===== src/rtl/csc_pkg.sv =====
package csc_pkg;

    // Width of the disc fields on the input side.
    localparam int DISC_W = 8;

    // Result status codes.
    typedef enum logic [1:0] {
        ST_OK    = 2'd0,
        ST_BAD   = 2'd1,
        ST_NOSOL = 2'd2,
        ST_OVF   = 2'd3
    } status_t;

    // Datapath operations issued by the controller.
    typedef enum logic [3:0] {
        OP_NONE     = 4'd0,
        OP_LOAD     = 4'd1,
        OP_DIV_R    = 4'd2,
        OP_GET_R    = 4'd3,
        OP_DIV_T    = 4'd4,
        OP_GET_TM   = 4'd5,
        OP_DIV_P    = 4'd6,
        OP_GET_PM   = 4'd7,
        OP_STEP     = 4'd8,
        OP_GCD_STEP = 4'd9,
        OP_DIV_Q    = 4'd10,
        OP_MUL      = 4'd11,
        OP_COMMIT   = 4'd12,
        OP_EMIT     = 4'd13
    } dp_op_t;

    // Command from the controller to the datapath.
    typedef struct packed {
        dp_op_t  op;
        logic    set_err;
        status_t err_code;
    } dp_cmd_t;

    // Status from the datapath to the controller.
    typedef struct packed {
        logic acc_ok;
        logic bad_input;
        logic div_done;
        logic hit;
        logic last_k;
        logic step_ovf;
        logic gcd_done;
        logic mul_ovf;
        logic last;
        logic out_busy;
    } dp_stat_t;

endpackage


===== src/rtl/csc_ctrl.sv =====
module csc_ctrl (
    input  logic               clk,
    input  logic               rst_n,
    input  logic               disc_valid,
    output logic               disc_stall,
    input  csc_pkg::dp_stat_t  stat,
    output csc_pkg::dp_cmd_t   cmd
);

    typedef enum logic [13:0] {
        S_IDLE    = 14'b00000000000001,
        S_CHECK   = 14'b00000000000010,
        S_WAIT_R  = 14'b00000000000100,
        S_START_T = 14'b00000000001000,
        S_WAIT_T  = 14'b00000000010000,
        S_START_P = 14'b00000000100000,
        S_WAIT_P  = 14'b00000001000000,
        S_SIEVE   = 14'b00000010000000,
        S_GCD     = 14'b00000100000000,
        S_WAIT_Q  = 14'b00001000000000,
        S_MUL     = 14'b00010000000000,
        S_COMMIT  = 14'b00100000000000,
        S_FINISH  = 14'b01000000000000,
        S_SPARE   = 14'b10000000000000
    } state_t;

    state_t state_reg;
    state_t state_next;

    // Only the idle state takes a new disc.
    assign disc_stall = (state_reg != S_IDLE);

    // Next state and command decode.
    always_comb
    begin
        state_next   = state_reg;
        cmd.op       = csc_pkg::OP_NONE;
        cmd.set_err  = 1'b0;
        cmd.err_code = csc_pkg::ST_OK;
        unique case (state_reg)
            S_IDLE:
            begin
                if (disc_valid)
                begin
                    cmd.op     = csc_pkg::OP_LOAD;
                    state_next = S_CHECK;
                end
            end
            S_CHECK:
            begin
                if (!stat.acc_ok)
                begin
                    state_next = S_FINISH;
                end
                else if (stat.bad_input)
                begin
                    cmd.set_err  = 1'b1;
                    cmd.err_code = csc_pkg::ST_BAD;
                    state_next   = S_FINISH;
                end
                else
                begin
                    cmd.op     = csc_pkg::OP_DIV_R;
                    state_next = S_WAIT_R;
                end
            end
            S_WAIT_R:
            begin
                if (stat.div_done)
                begin
                    cmd.op     = csc_pkg::OP_GET_R;
                    state_next = S_START_T;
                end
            end
            S_START_T:
            begin
                cmd.op     = csc_pkg::OP_DIV_T;
                state_next = S_WAIT_T;
            end
            S_WAIT_T:
            begin
                if (stat.div_done)
                begin
                    cmd.op     = csc_pkg::OP_GET_TM;
                    state_next = S_START_P;
                end
            end
            S_START_P:
            begin
                cmd.op     = csc_pkg::OP_DIV_P;
                state_next = S_WAIT_P;
            end
            S_WAIT_P:
            begin
                if (stat.div_done)
                begin
                    cmd.op     = csc_pkg::OP_GET_PM;
                    state_next = S_SIEVE;
                end
            end
            S_SIEVE:
            begin
                priority if (stat.hit)
                begin
                    state_next = S_GCD;
                end
                else if (stat.last_k)
                begin
                    cmd.set_err  = 1'b1;
                    cmd.err_code = csc_pkg::ST_NOSOL;
                    state_next   = S_FINISH;
                end
                else if (stat.step_ovf)
                begin
                    cmd.set_err  = 1'b1;
                    cmd.err_code = csc_pkg::ST_OVF;
                    state_next   = S_FINISH;
                end
                else
                begin
                    cmd.op = csc_pkg::OP_STEP;
                end
            end
            S_GCD:
            begin
                if (stat.gcd_done)
                begin
                    cmd.op     = csc_pkg::OP_DIV_Q;
                    state_next = S_WAIT_Q;
                end
                else
                begin
                    cmd.op = csc_pkg::OP_GCD_STEP;
                end
            end
            S_WAIT_Q:
            begin
                if (stat.div_done)
                begin
                    cmd.op     = csc_pkg::OP_MUL;
                    state_next = S_MUL;
                end
            end
            S_MUL:
            begin
                // The product register settles in this cycle.
                state_next = S_COMMIT;
            end
            S_COMMIT:
            begin
                if (stat.mul_ovf)
                begin
                    cmd.set_err  = 1'b1;
                    cmd.err_code = csc_pkg::ST_OVF;
                end
                else
                begin
                    cmd.op = csc_pkg::OP_COMMIT;
                end
                state_next = S_FINISH;
            end
            S_FINISH:
            begin
                if (!stat.last)
                begin
                    state_next = S_IDLE;
                end
                else if (!stat.out_busy)
                begin
                    cmd.op     = csc_pkg::OP_EMIT;
                    state_next = S_IDLE;
                end
            end
            default:
            begin
                state_next = S_IDLE;
            end
        endcase
    end

    // State register.
    always_ff @(posedge clk or negedge rst_n)
    begin
        if (!rst_n)
        begin
            state_reg <= S_IDLE;
        end
        else
        begin
            state_reg <= state_next;
        end
    end

endmodule


===== src/rtl/csc_dp.sv =====
module csc_dp #(
    parameter int MODULUS_BITS = 8,
    parameter int TIME_BITS    = 64
) (
    input  logic               clk,
    input  logic               rst_n,
    input  csc_pkg::dp_cmd_t   cmd,
    output csc_pkg::dp_stat_t  stat,
    input  logic [7:0]         disc_delay,
    input  logic [7:0]         positions,
    input  logic [7:0]         start_position,
    input  logic               last,
    output logic               result_valid,
    input  logic               result_stall,
    output logic [63:0]        first_time,
    output logic [63:0]        common_period,
    output logic [1:0]         status
);

    localparam int DW = csc_pkg::DISC_W;
    localparam logic [DW-1:0] MMASK = DW'((32'd1 << MODULUS_BITS) - 32'd1);
    localparam int CW = $clog2(TIME_BITS + 1);
    localparam int PW = TIME_BITS + DW;

    // Disc registers.
    logic [DW-1:0]        delay_reg;
    logic [DW-1:0]        m_reg;
    logic [DW-1:0]        a_reg;
    logic                 last_reg;
    logic [DW-1:0]        r_reg;
    logic [DW-1:0]        tm_reg;
    logic [DW-1:0]        pm_reg;
    logic [DW-1:0]        k_reg;
    logic [DW-1:0]        gx_reg;
    logic [DW-1:0]        gy_reg;
    logic [PW-1:0]        prod_reg;

    // Accumulated pair and status.
    logic [TIME_BITS-1:0] t_reg;
    logic [TIME_BITS-1:0] p_reg;
    csc_pkg::status_t     st_reg;

    // Shared restoring divider.
    logic [TIME_BITS-1:0] div_n_reg;
    logic [DW-1:0]        div_d_reg;
    logic [DW-1:0]        div_rem_reg;
    logic [CW-1:0]        div_cnt_reg;
    logic                 div_busy_reg;
    logic                 div_done_reg;

    // Output register.
    logic                 out_valid_reg;
    logic [63:0]          out_time_reg;
    logic [63:0]          out_period_reg;
    csc_pkg::status_t     out_status_reg;

    logic                 div_start;
    logic [TIME_BITS-1:0] div_dividend;
    logic [DW-1:0]        div_divisor;
    logic [DW:0]          div_sh;
    logic [DW:0]          div_sub;
    logic                 div_ge;
    logic [DW:0]          sum_ad;
    logic [DW:0]          tm_sum;
    logic [DW-1:0]        tm_next;
    logic [TIME_BITS:0]   step_sum;

    // Divider operand selection.
    always_comb
    begin
        sum_ad    = {1'b0, a_reg} + {1'b0, delay_reg};
        div_start = (cmd.op == csc_pkg::OP_DIV_R) || (cmd.op == csc_pkg::OP_DIV_T)
                 || (cmd.op == csc_pkg::OP_DIV_P) || (cmd.op == csc_pkg::OP_DIV_Q);
        priority case (cmd.op)
            csc_pkg::OP_DIV_R: div_dividend = TIME_BITS'(sum_ad);
            csc_pkg::OP_DIV_T: div_dividend = t_reg;
            default:           div_dividend = p_reg;
        endcase
        div_divisor = (cmd.op == csc_pkg::OP_DIV_Q) ? gx_reg : m_reg;
        div_sh      = {div_rem_reg, div_n_reg[TIME_BITS-1]};
        div_sub     = div_sh - {1'b0, div_d_reg};
        div_ge      = (div_sh >= {1'b0, div_d_reg});
    end

    // Sieve step arithmetic: the time advances by the period, its residue by pm.
    always_comb
    begin
        tm_sum   = {1'b0, tm_reg} + {1'b0, pm_reg};
        tm_next  = (tm_sum >= {1'b0, m_reg}) ? DW'(tm_sum - {1'b0, m_reg}) : tm_sum[DW-1:0];
        step_sum = {1'b0, t_reg} + {1'b0, p_reg};
    end

    // Status toward the controller.
    always_comb
    begin
        stat.acc_ok    = (st_reg == csc_pkg::ST_OK);
        stat.bad_input = (m_reg == '0) || (a_reg >= m_reg);
        stat.div_done  = div_done_reg;
        stat.hit       = (tm_reg == r_reg);
        stat.last_k    = (k_reg == DW'(m_reg - 1'b1));
        stat.step_ovf  = step_sum[TIME_BITS];
        stat.gcd_done  = (gy_reg == '0);
        stat.mul_ovf   = (prod_reg[PW-1:TIME_BITS] != '0);
        stat.last      = last_reg;
        stat.out_busy  = out_valid_reg && result_stall;
    end

    // Divider data path: one quotient bit per cycle.
    always_ff @(posedge clk)
    begin
        if (div_start)
        begin
            div_n_reg   <= div_dividend;
            div_d_reg   <= div_divisor;
            div_rem_reg <= '0;
        end
        else if (div_busy_reg)
        begin
            div_n_reg   <= {div_n_reg[TIME_BITS-2:0], div_ge};
            div_rem_reg <= div_ge ? div_sub[DW-1:0] : div_sh[DW-1:0];
        end
    end

    // Divider control.
    always_ff @(posedge clk or negedge rst_n)
    begin
        if (!rst_n)
        begin
            div_cnt_reg  <= '0;
            div_busy_reg <= 1'b0;
            div_done_reg <= 1'b0;
        end
        else
        begin
            div_done_reg <= div_busy_reg && (div_cnt_reg == CW'(1));
            if (div_start)
            begin
                div_cnt_reg  <= CW'(TIME_BITS);
                div_busy_reg <= 1'b1;
            end
            else if (div_busy_reg)
            begin
                div_cnt_reg <= div_cnt_reg - 1'b1;
                if (div_cnt_reg == CW'(1))
                begin
                    div_busy_reg <= 1'b0;
                end
            end
        end
    end

    // Per-disc working registers.
    always_ff @(posedge clk)
    begin
        unique case (cmd.op)
            csc_pkg::OP_LOAD:
            begin
                delay_reg <= disc_delay;
                m_reg     <= positions & MMASK;
                a_reg     <= start_position & MMASK;
                last_reg  <= last;
            end
            csc_pkg::OP_GET_R:
            begin
                r_reg <= (div_rem_reg == '0) ? '0 : DW'(m_reg - div_rem_reg);
            end
            csc_pkg::OP_GET_TM:
            begin
                tm_reg <= div_rem_reg;
            end
            csc_pkg::OP_GET_PM:
            begin
                pm_reg <= div_rem_reg;
                gx_reg <= m_reg;
                gy_reg <= div_rem_reg;
                k_reg  <= '0;
            end
            csc_pkg::OP_STEP:
            begin
                tm_reg <= tm_next;
                k_reg  <= k_reg + 1'b1;
            end
            csc_pkg::OP_GCD_STEP:
            begin
                // Subtractive Euclid on the two narrow operands.
                if (gx_reg >= gy_reg)
                begin
                    gx_reg <= gx_reg - gy_reg;
                end
                else
                begin
                    gx_reg <= gy_reg;
                    gy_reg <= gx_reg;
                end
            end
            csc_pkg::OP_MUL:
            begin
                prod_reg <= PW'(div_n_reg) * PW'(m_reg);
            end
            default:
            begin
            end
        endcase
    end

    // Accumulator and output valid.
    always_ff @(posedge clk or negedge rst_n)
    begin
        if (!rst_n)
        begin
            t_reg         <= '0;
            p_reg         <= TIME_BITS'(1);
            st_reg        <= csc_pkg::ST_OK;
            out_valid_reg <= 1'b0;
        end
        else
        begin
            // A new result wins over the drain of the old one.
            if (cmd.op == csc_pkg::OP_EMIT)
            begin
                out_valid_reg <= 1'b1;
            end
            else if (out_valid_reg && !result_stall)
            begin
                out_valid_reg <= 1'b0;
            end
            if (cmd.set_err)
            begin
                st_reg <= cmd.err_code;
            end
            else if (cmd.op == csc_pkg::OP_EMIT)
            begin
                st_reg <= csc_pkg::ST_OK;
            end
            unique case (cmd.op)
                csc_pkg::OP_STEP:
                begin
                    t_reg <= step_sum[TIME_BITS-1:0];
                end
                csc_pkg::OP_COMMIT:
                begin
                    p_reg <= prod_reg[TIME_BITS-1:0];
                end
                csc_pkg::OP_EMIT:
                begin
                    t_reg <= '0;
                    p_reg <= TIME_BITS'(1);
                end
                default:
                begin
                end
            endcase
        end
    end

    // Result payload, zeroed on any error status.
    always_ff @(posedge clk)
    begin
        if (cmd.op == csc_pkg::OP_EMIT)
        begin
            out_status_reg <= st_reg;
            if (st_reg == csc_pkg::ST_OK)
            begin
                out_time_reg   <= 64'(t_reg);
                out_period_reg <= 64'(p_reg);
            end
            else
            begin
                out_time_reg   <= '0;
                out_period_reg <= '0;
            end
        end
    end

    assign result_valid  = out_valid_reg;
    assign first_time    = out_time_reg;
    assign common_period = out_period_reg;
    assign status        = out_status_reg;

endmodule


===== src/rtl/congruence_sieve_combiner.sv =====
// Channel   Handshake                    Payload
// disc      disc_valid / disc_stall      disc_delay, positions, start_position, last
// result    result_valid / result_stall  first_time, common_period, status
//
// Per disc, the shared one-bit-per-cycle divider runs up to four times, the sieve steps
// at most once per position of the disc, and the gcd takes one subtractive step per
// pass until its second operand is zero.
// Reset clears the accumulator to time 0, period 1, status ok; no clearing pass.
// A waiting result does not block the next disc; only the next result on a last
// disc waits for the result register to drain.
module congruence_sieve_combiner #(
    parameter int MODULUS_BITS = 8,
    parameter int TIME_BITS    = 64
) (
    input  logic        clk,
    input  logic        rst_n,
    input  logic        disc_valid,
    output logic        disc_stall,
    input  logic [7:0]  disc_delay,
    input  logic [7:0]  positions,
    input  logic [7:0]  start_position,
    input  logic        last,
    output logic        result_valid,
    input  logic        result_stall,
    output logic [63:0] first_time,
    output logic [63:0] common_period,
    output logic [1:0]  status
);

    csc_pkg::dp_cmd_t  cmd;
    csc_pkg::dp_stat_t stat;

    // Sequencer.
    csc_ctrl u_ctrl (
        .clk        (clk),
        .rst_n      (rst_n),
        .disc_valid (disc_valid),
        .disc_stall (disc_stall),
        .stat       (stat),
        .cmd        (cmd)
    );

    // Arithmetic and result register.
    csc_dp #(
        .MODULUS_BITS (MODULUS_BITS),
        .TIME_BITS    (TIME_BITS)
    ) u_dp (
        .clk            (clk),
        .rst_n          (rst_n),
        .cmd            (cmd),
        .stat           (stat),
        .disc_delay     (disc_delay),
        .positions      (positions),
        .start_position (start_position),
        .last           (last),
        .result_valid   (result_valid),
        .result_stall   (result_stall),
        .first_time     (first_time),
        .common_period  (common_period),
        .status         (status)
    );

    // A disc transfer is always followed by disc_stall high.
    assert property (@(posedge clk) disable iff (!rst_n)
        disc_valid && !disc_stall |=> disc_stall)
        else $error("disc accepted on back-to-back cycles");

    // An error result carries zero time and period.
    assert property (@(posedge clk) disable iff (!rst_n)
        result_valid && (status != csc_pkg::ST_OK) |-> (first_time == '0) && (common_period == '0))
        else $error("error result with nonzero payload");

    // A good result has a nonzero period.
    assert property (@(posedge clk) disable iff (!rst_n)
        result_valid && (status == csc_pkg::ST_OK) |-> (common_period != '0))
        else $error("ok result with zero period");

endmodule

===== config.mk =====
export PLATFORM = sky130hd
export DESIGN_NAME = congruence_sieve_combiner
export DESIGN_NICKNAME = d
export VERILOG_FILES = /design/src/rtl/csc_pkg.sv /design/src/rtl/csc_ctrl.sv /design/src/rtl/csc_dp.sv /design/src/rtl/congruence_sieve_combiner.sv
export SDC_FILE = /design/constraint.sdc
export NUM_CORES = 2
export LEC_CHECK = 0
export BUFFER_PORTS_ARGS = -buffer_cell sky130_fd_sc_hd__clkbuf_2
export CAP_MARGIN = 10
export CORE_MARGIN = 5
export CORE_UTILIZATION = 50
export DETAILED_ROUTE_END_ITERATION = 8
export GPL_TIMING_DRIVEN = 0
export PLACE_DENSITY = 0.67
export SLEW_MARGIN = 10
export SYNTH_ARGS = -nofsm -noshare
export SYNTH_HDL_FRONTEND = slang
export SYNTH_SLANG_ARGS = --single-unit

===== constraint.sdc =====
create_clock -name clk -period 11.6 [get_ports clk]
set_input_delay 2.32 -clock clk [delete_from_list [all_inputs] [get_ports clk]]
set_output_delay 2.32 -clock clk [all_outputs]
set_load 0.05 [all_outputs]

==> out/metrics.cfg <==
[run_status]
status=complete, no violations

[floorplan]
floorplan.io_pins=161
fp.dieW_um=299
coreArea_mm2=0.0824
floorplan.die.height_um=299
row_count=105
floorplan.initialDensity_pct=50.6
design.die.area_mm2=0.0892

[clocking]
clock_sink_count=508
clk_path_buf_depth=3
cts_setup_buffers=0
worst_skew_pair.late_latency_ps=650
cts-root-buf=sky130_fd_sc_hd__clkbuf_16
post_cts_hold_buffer_count=0
path_clk_slew_ps=70
cts_tree=done
cts-resized-gates=0
cts_buffers=58
cts.htree.levels=2

[final_layout]
layout-drive-gt1-share_pct=8.58
finalNetCount=4933
num-fill-cells=7246
final_cell_area_mm2=0.0461
largest_register_ff_count=72
flow.area_growth_from_synthesis_pct=10.6

[grt]
antenna_violations_before_repair=8
grt_pass1_vias=32200
overflow=0
maximum_number_of_pins_on_one_net_before_global_route_repair=86
grt_util_all_layers_pct=28.6
global_route_wire_length_before_repair_um=197000

[worst_setup_path]
ff2ff_path_depth=21
r2r-end=u_dp.prod_reg[64]
timing.critical_path.fanout_max=10
timing.critical_path.required_ps=11990
crit_path_end_kind=register
worst-setup-path-type=register to register
setup.reg_to_reg.worst_slack_ps=3110
timing.critical_path.from_type=register
worstReg2RegStart=u_dp.m_reg[7]
cp_data_arrival_time_ps=8880

[yosys]
synth_top_cells_by_area=sky130_fd_sc_hd__edfxtp_1 (25%), sky130_fd_sc_hd__fa_1 (18%), sky130_fd_sc_hd__dfrtp_1 (9.1%), sky130_fd_sc_hd__and2_1 (8.0%), sky130_fd_sc_hd__ha_1 (6.5%)
ys_ff_latch=508
postSynthAreaPerCell_um2=10.2
synth_area_leader_cell=sky130_fd_sc_hd__edfxtp_1
postSynth.topFlopCell=sky130_fd_sc_hd__edfxtp_1
yosys_warning_total=0
synthArstFlopShare_pct=30.1
synthDistinctLibCells=96
synth_top_cell_area_share_pct=25.0
syn_area_mm2=0.0417
number_of_enable_flip_flop_cells_after_synthesis=347
synth-seq-area-share_pct=34.6
synth_fp_nets=4695
postSynthCellCount=4072

[placed_design]
placement.cell_area_mm2=0.0441
gp_congestion=0.980
place_hpwl_um=101000
port-buffer-count=160

[min_path]
whs_path_depth=1
hold_path_class=register to register
holdPathEnd=u_dp.p_reg[51]
hold_path.startpoint=u_dp.prod_reg[51]

[detailed_routing]
detail-route-antenna-nets=0
routed_wire_length_per_instance_um=23.7
first_pass_iters=6
total_via_count_in_the_routed_design=32100
vias_per_cell=5.91
drc=0
initialDrtViolationCount=2522
wl_um=129000

[timing]
final-max-slew-violation-count=0
fin_crit_sh_pct=73.2
worst-slew-pin-transition_ps=1270
worst_slew_margin_rel_pct=15.3
clock-skew-final_ps=27.0
fmax_mhz=118
layout_min_cycle_time_ps=8490
finalHoldViolCount=0
finalSetupViolations=0
grt_setup_unrepaired=no

[flow_run]
maxCapViolCount=0

==> how the worst max path moves through the flow <==
stage | startpoint | endpoint | slack, ps | cells past startpoint
finish | u_dp.m_reg[7] | u_dp.prod_reg[64] | 3110 | 21
global route | u_dp.m_reg[7] | u_dp.prod_reg[64] | 2990 | 21
CTS | u_dp.m_reg[7] | u_dp.prod_reg[64] | 3370 | 21
detailed placement | u_dp.m_reg[7] | u_dp.prod_reg[64] | 3420 | 21
global placement | u_ctrl.state_reg[5] | u_dp.prod_reg[26] | -1580 | 3
floorplan | u_ctrl.state_reg[5] | u_dp.prod_reg[0] | 3090 | 3
==> cells in the mapped netlist, types with 15 or more instances <==
master / count
sky130_fd_sc_hd__and2_1: 535
sky130_fd_sc_hd__fa_1: 379
sky130_fd_sc_hd__inv_1: 359
sky130_fd_sc_hd__edfxtp_1: 347
sky130_fd_sc_hd__nand2_1: 338
sky130_fd_sc_hd__ha_1: 215
sky130_fd_sc_hd__a21oi_1: 198
sky130_fd_sc_hd__o21ai_0: 195
sky130_fd_sc_hd__dfrtp_1: 151
sky130_fd_sc_hd__nor2_1: 149
sky130_fd_sc_hd__clkbuf_1: 148
sky130_fd_sc_hd__nand3_1: 102
sky130_fd_sc_hd__xnor2_1: 93
sky130_fd_sc_hd__xor2_1: 91
sky130_fd_sc_hd__a21o_1: 90
sky130_fd_sc_hd__mux2i_1: 70
sky130_fd_sc_hd__a22o_1: 68
sky130_fd_sc_hd__o31ai_1: 67
sky130_fd_sc_hd__buf_2: 35
sky130_fd_sc_hd__nand4_1: 35
sky130_fd_sc_hd__nor3_1: 35
sky130_fd_sc_hd__nand2b_1: 30
sky130_fd_sc_hd__nor2b_1: 30
sky130_fd_sc_hd__o21bai_1: 29
sky130_fd_sc_hd__nor4_1: 25
sky130_fd_sc_hd__a211oi_1: 18
sky130_fd_sc_hd__a31oi_1: 17
sky130_fd_sc_hd__and3_1: 16
sky130_fd_sc_hd__o21a_1: 16
sky130_fd_sc_hd__a21boi_0: 15
==> worst max-delay path, cell delays in order, from the launching register on <==
cell,delay (ps)
sky130_fd_sc_hd__edfxtp_1,630
sky130_fd_sc_hd__clkbuf_1,530
sky130_fd_sc_hd__clkbuf_1,710
sky130_fd_sc_hd__and2_1,250
sky130_fd_sc_hd__fa_1,430
sky130_fd_sc_hd__fa_1,490
sky130_fd_sc_hd__fa_1,510
sky130_fd_sc_hd__inv_1,60
sky130_fd_sc_hd__fa_1,480
sky130_fd_sc_hd__inv_1,40
sky130_fd_sc_hd__ha_1,330
sky130_fd_sc_hd__o21a_1,160
sky130_fd_sc_hd__o31a_1,200
sky130_fd_sc_hd__o211a_1,150
sky130_fd_sc_hd__a2bb2oi_1,510
sky130_fd_sc_hd__a31oi_1,340
sky130_fd_sc_hd__o41ai_1,1010
sky130_fd_sc_hd__a31oi_1,560
sky130_fd_sc_hd__nor2_1,280
sky130_fd_sc_hd__o21ai_0,160
sky130_fd_sc_hd__o21a_1,200
sky130_fd_sc_hd__o32ai_1,210
==> placed cells by master, fill, tap and decap left out, types with 15 or more instances in the layout <==
| cell type | n |
|---|---|
| sky130_fd_sc_hd__nand2_1 | 338 |
| sky130_fd_sc_hd__a21oi_1 | 197 |
| sky130_fd_sc_hd__a21o_1 | 90 |
| sky130_fd_sc_hd__a211oi_1 | 18 |
| sky130_fd_sc_hd__o31ai_1 | 67 |
| sky130_fd_sc_hd__nand4_1 | 35 |
| sky130_fd_sc_hd__o21a_1 | 16 |
| sky130_fd_sc_hd__edfxtp_1 | 347 |
| sky130_fd_sc_hd__clkbuf_16 | 59 |
| sky130_fd_sc_hd__nand3_1 | 101 |
| sky130_fd_sc_hd__mux2i_1 | 70 |
| sky130_fd_sc_hd__nor4_1 | 23 |
| sky130_fd_sc_hd__nor2b_1 | 30 |
| sky130_fd_sc_hd__ha_1 | 215 |
| sky130_fd_sc_hd__and3_1 | 16 |
| sky130_fd_sc_hd__a21boi_0 | 15 |
| sky130_fd_sc_hd__inv_1 | 358 |
| sky130_fd_sc_hd__nor3_1 | 35 |
| sky130_fd_sc_hd__xnor2_1 | 93 |
| sky130_fd_sc_hd__xor2_1 | 91 |
| sky130_fd_sc_hd__nand2b_1 | 30 |
| sky130_fd_sc_hd__a22o_1 | 68 |
| sky130_fd_sc_hd__fa_1 | 379 |
| sky130_fd_sc_hd__dfrtp_1 | 151 |
| sky130_fd_sc_hd__buf_2 | 38 |
| sky130_fd_sc_hd__a31oi_1 | 16 |
| sky130_fd_sc_hd__clkbuf_1 | 156 |
| sky130_fd_sc_hd__o21ai_0 | 195 |
| sky130_fd_sc_hd__o21bai_1 | 29 |
| sky130_fd_sc_hd__nor2_1 | 149 |
| sky130_fd_sc_hd__clkbuf_2 | 165 |
| sky130_fd_sc_hd__and2_1 | 534 |
==> area by class of cell <==
cell class                 instances  area, um^2  area share [%]
sequential                       508       14400            31.3
clock inverter                    31         342           0.742
buffer                           200         872            1.89
tap                             1070        1340            2.91
timing repair buffer             178        1020            2.22
antenna                            3        7.51          0.0163
inverter                         359        1350            2.94
clock buffer                      78        1620            3.51
multi-input combinational       3005       25100            54.5
==> per-stage QoR <==
stage               utilization, %  setup TNS, ps  setup slack (ps)  std cells  hold WS [ps]
floorplan                        -              0              3090       4072           449
global placement              53.2        -112270             -1580       5302           451
detailed placement            53.5              0              3420       5320           458
CTS                           55.9              0              3370       5429           463
global route                  55.9              0              2990       5429           477
finish                        55.9              0              3110       5432           468
==> routing by layer <==
layer | routed length [um] | track usage, % | share of wire (%) | vias to the layer above
li1 | - | - | - | 14400
met1 | 54200 | 38.8 | 42 | 16200
met2 | 58200 | 44.9 | 45 | 1225
met3 | 10900 | 6.60 | 8.5 | 237
met4 | 5630 | 11.1 | 4.4 | 6
met5 | 40 | 0 | 0.031 | -
==> kinds of logic (layout without fill, tap and decap cells) <==
logic type / after synthesis / after routing / share of synthesized area (%)
buffers and inverters: 559 / 846 / 5.32
other: 0 / 3 / 0
and+or+nand+nor: 1347 / 1347 / 17.1
xor gates and xnor gates: 184 / 184 / 3.87
AOI/OAI and AO/OA: 802 / 802 / 12.5
DFF: 508 / 508 / 34.6
muxes: 78 / 78 / 1.91
adders and majority gates: 594 / 594 / 24.7
Power is not shown: default switching activity piles up to over one toggle a cycle in this logic, so the estimate is an artifact.
